===== src/design/jbt_pkg.sv =====
`timescale 1ns / 1ps
// ----------------------------------------------------------------------------
// jbt_pkg - shared types and constants for the JSON byte tokenizer
// Result codes, token codes, character constants and the beat structures
// passed between the decoder, the result queue and the top level.
// ----------------------------------------------------------------------------
package jbt_pkg;

    // Result kinds
    typedef enum logic [1:0] {
        KIND_CHAR  = 2'd0,
        KIND_TOKEN = 2'd1,
        KIND_END   = 2'd2,
        KIND_ERROR = 2'd3
    } kind_t;

    // Token codes
    typedef enum logic [3:0] {
        TOK_ARRAY_START = 4'd0,
        TOK_ARRAY_END   = 4'd1,
        TOK_CURLY_START = 4'd2,
        TOK_CURLY_END   = 4'd3,
        TOK_STRING      = 4'd4,
        TOK_NUMBER      = 4'd5,
        TOK_BOOLEAN     = 4'd6,
        TOK_COLON       = 4'd7,
        TOK_COMMA       = 4'd8,
        TOK_NULL        = 4'd9
    } tok_t;

    // Error codes
    typedef enum logic {
        ERR_NUM_BOOL   = 1'b0,
        ERR_UNFINISHED = 1'b1
    } err_t;

    // Character constants
    localparam logic [7:0] CH_LCURLY = 8'h7B;
    localparam logic [7:0] CH_RCURLY = 8'h7D;
    localparam logic [7:0] CH_LBRACK = 8'h5B;
    localparam logic [7:0] CH_RBRACK = 8'h5D;
    localparam logic [7:0] CH_COLON  = 8'h3A;
    localparam logic [7:0] CH_COMMA  = 8'h2C;
    localparam logic [7:0] CH_QUOTE  = 8'h22;
    localparam logic [7:0] CH_MINUS  = 8'h2D;
    localparam logic [7:0] CH_DOT    = 8'h2E;
    localparam logic [7:0] CH_ZERO   = 8'h30;
    localparam logic [7:0] CH_NINE   = 8'h39;
    localparam logic [7:0] CH_LOW_T  = 8'h74;
    localparam logic [7:0] CH_LOW_F  = 8'h66;
    localparam logic [7:0] CH_UP_T   = 8'h54;
    localparam logic [7:0] CH_UP_F   = 8'h46;
    localparam logic [7:0] CH_SPACE  = 8'h20;
    localparam logic [7:0] CH_TAB    = 8'h09;
    localparam logic [7:0] CH_LF     = 8'h0A;
    localparam logic [7:0] CH_CR     = 8'h0D;

    // Result queue depth; a byte needs room for two beats
    localparam int QDEPTH  = 4;
    localparam int QPTR_W  = $clog2(QDEPTH);
    localparam int QCNT_W  = $clog2(QDEPTH + 1);

    // One result beat
    typedef struct packed {
        kind_t      kind;
        tok_t       tok;
        logic [7:0] ch;
        err_t       err;
        logic       last;
    } result_t;

    // Tokenizer state
    typedef struct packed {
        logic in_string;
        logic number_seen;
        logic bool_seen;
        logic value_pending;
        logic halted;
    } tstate_t;

    // Decoder output: up to two beats
    typedef struct packed {
        logic [1:0] count;
        result_t    r0;
        result_t    r1;
    } dec_out_t;

endpackage


===== src/design/json_byte_tokenizer_unit.sv =====
`timescale 1ns / 1ps
// ----------------------------------------------------------------------------
// json_byte_tokenizer_unit - streaming JSON byte tokenizer
// Path: an accepted byte is held in the input register, then its result
// beats are written into the result queue, which drives the output port.
// Throughput: one byte per cycle while the queue has room for two beats; the output
// port moves one beat per cycle while out_ready is high, so a byte giving two beats takes two transfers.
// Reset: asynchronous active-low clears tokenizer state, stage and queue.
// ----------------------------------------------------------------------------
module json_byte_tokenizer_unit (
    input  logic       clk,
    input  logic       rst_n,
    input  logic       in_valid,
    output logic       in_ready,
    input  logic [7:0] char_code,
    input  logic       end_of_input,
    output logic       out_valid,
    input  logic       out_ready,
    output logic [1:0] result_kind,
    output logic [3:0] token_type,
    output logic [7:0] value_char,
    output logic       error_code,
    output logic       last
);
    import jbt_pkg::*;

    logic       stage_valid_reg;
    logic       stage_valid_next;
    logic [7:0] char_reg;
    logic       eoi_reg;
    tstate_t    st_reg;
    tstate_t    st_next;
    dec_out_t   dout;
    result_t    head;
    logic       q_not_empty;
    logic       q_room2;
    logic       advance;
    logic       in_fire;

    // Stage handshake: the registered byte moves on when the queue has room
    assign advance  = stage_valid_reg && q_room2;
    assign in_ready = !stage_valid_reg || advance;
    assign in_fire  = in_valid && in_ready;

    assign stage_valid_next = in_fire ? 1'b1 : (advance ? 1'b0 : stage_valid_reg);

    always_ff @(posedge clk or negedge rst_n)
    begin
        if (!rst_n)
        begin
            stage_valid_reg <= 1'b0;
            st_reg          <= '0;
        end
        else
        begin
            stage_valid_reg <= stage_valid_next;
            if (advance)
                st_reg <= st_next;
        end
    end

    // Input payload register
    always_ff @(posedge clk)
    begin
        if (in_fire)
        begin
            char_reg <= char_code;
            eoi_reg  <= end_of_input;
        end
    end

    // Byte decision
    jbt_decode u_decode (
        .char_code    (char_reg),
        .end_of_input (eoi_reg),
        .st           (st_reg),
        .st_next      (st_next),
        .dout         (dout)
    );

    // Result queue
    jbt_result_fifo u_fifo (
        .clk       (clk),
        .rst_n     (rst_n),
        .din       (dout),
        .push      (advance),
        .pop       (out_valid && out_ready),
        .head      (head),
        .not_empty (q_not_empty),
        .room2     (q_room2)
    );

    // Output beat
    assign out_valid   = q_not_empty;
    assign result_kind = head.kind;
    assign token_type  = head.tok;
    assign value_char  = head.ch;
    assign error_code  = head.err;
    assign last        = head.last;

endmodule


===== src/design/jbt_decode.sv =====
`timescale 1ns / 1ps
// ----------------------------------------------------------------------------
// jbt_decode - per-byte tokenizer decision
// From the registered byte and the current state, produces the next state
// and zero, one or two result beats.
// ----------------------------------------------------------------------------
module jbt_decode (
    input  logic [7:0]       char_code,
    input  logic             end_of_input,
    input  jbt_pkg::tstate_t st,
    output jbt_pkg::tstate_t st_next,
    output jbt_pkg::dec_out_t dout
);
    import jbt_pkg::*;

    logic    is_blank;
    logic    is_num;
    logic    is_bool;
    tok_t    val_tok;
    result_t tok_beat;
    result_t val_beat;
    result_t char_beat;

    // Character classes
    assign is_blank = (char_code == CH_SPACE) || (char_code == CH_TAB) ||
                      (char_code == CH_LF) || (char_code == CH_CR);
    assign is_num   = (char_code == CH_MINUS) || (char_code == CH_DOT) ||
                      ((char_code >= CH_ZERO) && (char_code <= CH_NINE));
    assign is_bool  = (char_code == CH_LOW_T) || (char_code == CH_UP_T) ||
                      (char_code == CH_LOW_F) || (char_code == CH_UP_F);

    // Value token chosen when a delimiter closes a pending value
    assign val_tok = st.number_seen ? TOK_NUMBER :
                     (st.bool_seen ? TOK_BOOLEAN : TOK_NULL);

    always_comb
    begin
        tok_beat        = '0;
        tok_beat.kind   = KIND_TOKEN;
        val_beat        = '0;
        val_beat.kind   = KIND_TOKEN;
        val_beat.tok    = val_tok;
        char_beat       = '0;
        char_beat.kind  = KIND_CHAR;
        char_beat.ch    = char_code;

        st_next    = st;
        dout       = '0;

        if (!st.halted)
        begin
            if (end_of_input)
            begin
                dout.count = 2'd1;
                if (st.number_seen || st.in_string || st.bool_seen || st.value_pending)
                begin
                    st_next.halted = 1'b1;
                    dout.r0.kind   = KIND_ERROR;
                    dout.r0.err    = ERR_UNFINISHED;
                end
                else
                begin
                    dout.r0.kind = KIND_END;
                end
            end
            else if ((char_code == CH_COMMA) && st.number_seen && st.bool_seen)
            begin
                st_next.halted = 1'b1;
                dout.count     = 2'd1;
                dout.r0.kind   = KIND_ERROR;
                dout.r0.err    = ERR_NUM_BOOL;
            end
            else if (char_code == CH_QUOTE)
            begin
                if (st.in_string)
                begin
                    st_next.in_string     = 1'b0;
                    st_next.value_pending = 1'b0;
                    tok_beat.tok          = TOK_STRING;
                    dout.count            = 2'd1;
                    dout.r0               = tok_beat;
                end
                else
                begin
                    st_next.in_string = 1'b1;
                end
            end
            else if (st.in_string)
            begin
                // Any other byte inside a string is a plain character
                st_next.value_pending = 1'b1;
                dout.count            = 2'd1;
                dout.r0               = char_beat;
            end
            else
            begin
                case (char_code)
                    CH_LCURLY, CH_LBRACK, CH_COLON:
                    begin
                        tok_beat.tok = (char_code == CH_LCURLY) ? TOK_CURLY_START :
                                       ((char_code == CH_LBRACK) ? TOK_ARRAY_START
                                                                 : TOK_COLON);
                        dout.count = 2'd1;
                        dout.r0    = tok_beat;
                    end
                    CH_RCURLY, CH_RBRACK, CH_COMMA:
                    begin
                        tok_beat.tok = (char_code == CH_RCURLY) ? TOK_CURLY_END :
                                       ((char_code == CH_RBRACK) ? TOK_ARRAY_END
                                                                 : TOK_COMMA);
                        if (st.value_pending)
                        begin
                            // Close the value first; clear only the chosen flag
                            if (st.number_seen)
                                st_next.number_seen = 1'b0;
                            else if (st.bool_seen)
                                st_next.bool_seen = 1'b0;
                            st_next.value_pending = 1'b0;
                            dout.count = 2'd2;
                            dout.r0    = val_beat;
                            dout.r1    = tok_beat;
                        end
                        else
                        begin
                            dout.count = 2'd1;
                            dout.r0    = tok_beat;
                        end
                    end
                    default:
                    begin
                        if (!is_blank)
                        begin
                            st_next.value_pending = 1'b1;
                            if (is_num)
                                st_next.number_seen = 1'b1;
                            else if (is_bool)
                                st_next.bool_seen = 1'b1;
                            dout.count = 2'd1;
                            dout.r0    = char_beat;
                        end
                    end
                endcase
            end
        end

        // Mark the final beat of this byte
        if (dout.count == 2'd1)
            dout.r0.last = 1'b1;
        else if (dout.count == 2'd2)
            dout.r1.last = 1'b1;
    end

endmodule


===== src/design/jbt_result_fifo.sv =====
`timescale 1ns / 1ps
// ----------------------------------------------------------------------------
// jbt_result_fifo - small result queue
// Takes up to two beats per cycle from the decoder on a push and presents one beat
// per cycle on the output handshake while it is popped.
// ----------------------------------------------------------------------------
module jbt_result_fifo (
    input  logic                          clk,
    input  logic                          rst_n,
    input  jbt_pkg::dec_out_t             din,
    input  logic                          push,
    input  logic                          pop,
    output jbt_pkg::result_t              head,
    output logic                          not_empty,
    output logic                          room2
);
    import jbt_pkg::*;

    result_t             mem_reg [QDEPTH];
    logic [QPTR_W-1:0]   wr_ptr_reg;
    logic [QPTR_W-1:0]   wr_ptr_next;
    logic [QPTR_W-1:0]   rd_ptr_reg;
    logic [QPTR_W-1:0]   rd_ptr_next;
    logic [QCNT_W-1:0]   count_reg;
    logic [QCNT_W-1:0]   count_next;
    logic [QCNT_W-1:0]   push_cnt;
    logic [QPTR_W-1:0]   wr_ptr_p1;

    assign not_empty = (count_reg != '0);
    assign room2     = (count_reg <= QCNT_W'(QDEPTH - 2));
    assign head      = mem_reg[rd_ptr_reg];
    assign push_cnt  = push ? QCNT_W'(din.count) : '0;
    assign wr_ptr_p1 = wr_ptr_reg + 1'b1;

    // Pointer and fill count
    always_comb
    begin
        wr_ptr_next = wr_ptr_reg + QPTR_W'(push_cnt);
        rd_ptr_next = rd_ptr_reg + QPTR_W'(pop);
        count_next  = count_reg + push_cnt - QCNT_W'(pop);
    end

    always_ff @(posedge clk or negedge rst_n)
    begin
        if (!rst_n)
        begin
            wr_ptr_reg <= '0;
            rd_ptr_reg <= '0;
            count_reg  <= '0;
        end
        else
        begin
            wr_ptr_reg <= wr_ptr_next;
            rd_ptr_reg <= rd_ptr_next;
            count_reg  <= count_next;
        end
    end

    // Storage
    always_ff @(posedge clk)
    begin
        if (push_cnt != '0)
            mem_reg[wr_ptr_reg] <= din.r0;
        if (push_cnt == QCNT_W'(2))
            mem_reg[wr_ptr_p1] <= din.r1;
    end

endmodule


===== config.mk =====
export PLATFORM = sky130hd
export DESIGN_NAME = json_byte_tokenizer_unit
export DESIGN_NICKNAME = d
export VERILOG_FILES = /design/src/design/jbt_pkg.sv /design/src/design/json_byte_tokenizer_unit.sv /design/src/design/jbt_decode.sv /design/src/design/jbt_result_fifo.sv
export SDC_FILE = /design/constraint.sdc
export NUM_CORES = 1
export LEC_CHECK = 0
export ABC_AREA = 1
export BUFFER_PORTS_ARGS = -buffer_cell sky130_fd_sc_hd__buf_4
export CORE_MARGIN = 2
export CORE_UTILIZATION = 50
export DETAILED_ROUTE_END_ITERATION = 16
export PLACE_DENSITY = 0.72
export SYNTH_ARGS = -nofsm -noshare
export SYNTH_HDL_FRONTEND = slang
export SYNTH_SLANG_ARGS = --single-unit

===== constraint.sdc =====
create_clock -name clk -period 2.65 [get_ports clk]
set_clock_uncertainty 0.05 [all_clocks]
set_input_delay 0.53 -clock clk [delete_from_list [all_inputs] [get_ports clk]]
set_output_delay 0.53 -clock clk [all_outputs]
set_load 0.005 [all_outputs]

==> metrics.txt <==
CTS sink cnt=86; Worst EP required=2.85 ns; met2 WL=5650 um; Syn Area/Cell=7.54 um^2; CTS Buf Count=9; gate count of the mapped netlist=615; die area=10100 um^2; Met3 Wirelength=727 um; CTS root buf=clkbuf_8; Pins Over Slew Limit=0; Crit. End Element=register; Max IR drop VDD=0.463 mV; Layout Nets=682; count of different cell masters after synthesis=39; met1 wire length=5430 um; post-route cell area=5410 um^2; post-route ant nets=0; global-route wire length before repair=19900 um; HP Start=char_code[7]; most common cell in the netlist=nand2_1; CTS tree=yes; Synth top cells by count=109 x nand2_1, 108 x nor2_1, 72 x nand3_1, 54 x a21oi_1; placed cell areas=5120 um^2; final wirelength=12100 um; Detailed Route Iter0 Violations=333; chip height=100 um; clock latency on the worst-skew pair=0.36 ns; Initial Utilization=50.9%; Chip Width=100 um; max-cap violations=0; Hold WC Path Type=in -> reg; initial antenna violation count=0; P&R area growth vs syn=16.6%; placed cell count=759; Slew @ Worst Pin=0.618 ns; Period minus WS final=2.53 ns; worst r2r path cells=12; final setup violation count=0; dominant synthesized flop cell=dfxtp_1; Critical Path Start Type=register; DPL Wire Length=8450 um; f_max=0.395 GHz; worst hold path depth=1; power per cell area=998 nW/um^2; Final Wtd Congestion=0.896; Buffers on Ports=30; Slew HR=58.5%; CTS H-tree depth=3; area leader, netlist=dfxtp_1; sequential fraction of the synthesis area=44.8%; num ports=31; 1st-pass router iterations=5; Synth Warn #=0; Critical Path AT=2.73 ns; highest routed metal layer=met4; WL per Instance=15.5 um; vias per std cell=5.63; Final Cycle Share=95.5%; Yosys top cell area share=19.0%; total gr overflow=0; vias in the first global route=4095; Ant. Diodes=0; largest cells by area after synthesis=dfxtp_1 19%, edfxtp_1 19%, nand2_1 8.8%, nor2_1 8.7%, nand3_1 7.8%; reg2reg end=u_fifo.count_reg[2]; ys async rst share=15.1%; Clock Path Buffers=2; final hold violations=0; crit path launch=char_reg[3]; Synth Cell Area=4640 um^2; reg2reg setup slack=0.12 ns; Yosys reg bits=86; total core area=9110 um^2; Max FO, Critical Path=6; via count=4385; LEAKAGE=2.51 nW; status=finished clean; # DRC=0; r2r startpoint=char_reg[3]; pin count of the biggest net entering global routing=62; GRT Overall Usage=25.1%; syn nets=634; Placement Rows=35; Post-Layout Cell Count=779; CP Class=reg -> reg; max reg flops=64; number of enable flip-flop cells after synthesis=29; share of layout cells above drive strength 1=17.1%; Hold Path End=char_reg[7]; clk slew on worst S/H paths=0.09 ns
## metal layers
layer  vias up  track usage (%)
li1       2189                -
met1      1996             34.0
met2       173             40.7
met3        27             3.62
met4         0             10.0
met5         -                0
## stage by stage
stage                     TNS [ns]  utilization, %  hold slack [ns]  total power [mW]  setup WS (ns)
final                            0            59.4            0.286              5.40          0.118
after global routing       -0.0148            59.4            0.266              5.80        -0.0148
after CTS                        0            58.7            0.279              5.36         0.0492
after detailed placement         0            56.2            0.336              4.35         0.0592
after global placement           0            56.2            0.337              4.30          0.173
after floorplan                  0               -            0.184              3.44         0.0932
## critical path, cell delays in order, from the launching register on
cell,delay [ns]
edfxtp_1,0.49
nand2_2,0.15
inv_1,0.08
nand4_2,0.10
nand3_2,0.14
nor2_4,0.14
nand3_4,0.10
nor2_8,0.10
inv_2,0.06
ha_1,0.32
fa_2,0.41
xnor2_2,0.14
xor2_1,0.14
## timing repair
action	in CTS	in global routing
hold buffers	1	0
resized for setup	0	11
setup endpoints to repair	0	3
buffers inserted	0	3
endpoints found under the hold margin	13	0
## layout by cell type (no fill, tap or decap), types with 2 or more instances in the layout
cell type / count
a211oi_1: 4
a21boi_0: 2
a21oi_1: 54
a22oi_2: 2
buf_4: 64
clkbuf_8: 9
clkinv_1: 2
dfrtp_1: 13
dfxtp_1: 44
edfxtp_1: 29
ha_1: 5
inv_1: 37
inv_2: 3
inv_4: 2
nand2_1: 105
nand2_2: 11
nand2_4: 3
nand3_1: 72
nand3_2: 2
nand4_1: 4
nor2_1: 105
nor2_2: 3
nor2_4: 3
o21ai_0: 44
o21ai_1: 2
o22ai_1: 22
xor2_1: 4
## worst max-delay path by stage
| stage | cells after the start | to |
|---|---|---|
| floorplan | 13 | u_fifo.count_reg[2] |
| global placement | 11 | u_fifo.count_reg[2] |
| detailed placement | 16 | u_fifo.count_reg[2] |
| CTS | 16 | u_fifo.count_reg[2] |
| global route | 16 | u_fifo.count_reg[2] |
| finish | 12 | u_fifo.count_reg[2] |
## logic make-up (layout without fill, tap and decap cells)
group | count (synthesis) | count (layout) | synth area share [%]
AOI/OAI and AO/OA | 135 | 135 | 16.1
and+or+nand+nor | 312 | 312 | 30.0
adders and majority gates | 6 | 6 | 1.78
buffers and inverters | 71 | 124 | 6.39
xor gates and xnor gates | 5 | 5 | 0.944
DFF | 86 | 86 | 44.8
## final cells by class
cell class / instances / area [um^2]
Timing Repair Buffer: 66 / 510
Inverter: 42 / 158
Tap cell: 111 / 139
Clock inverter: 6 / 71.3
Multi-Input combinational cell: 458 / 2300
Fill cell: 845 / 3700
Sequential cell: 86 / 2080
Clock buffer: 10 / 149
## report_power, final
group          total, mW  switching [mW]  internal (mW)  leakage (nW)
logic               2.29            1.37          0.924          1.60
clock network       1.02           0.513          0.506         0.115
registers           2.08           0.259           1.82         0.794
total               5.40            2.14           3.25          2.51
Note: power is estimated with default switching activity, not from simulation.
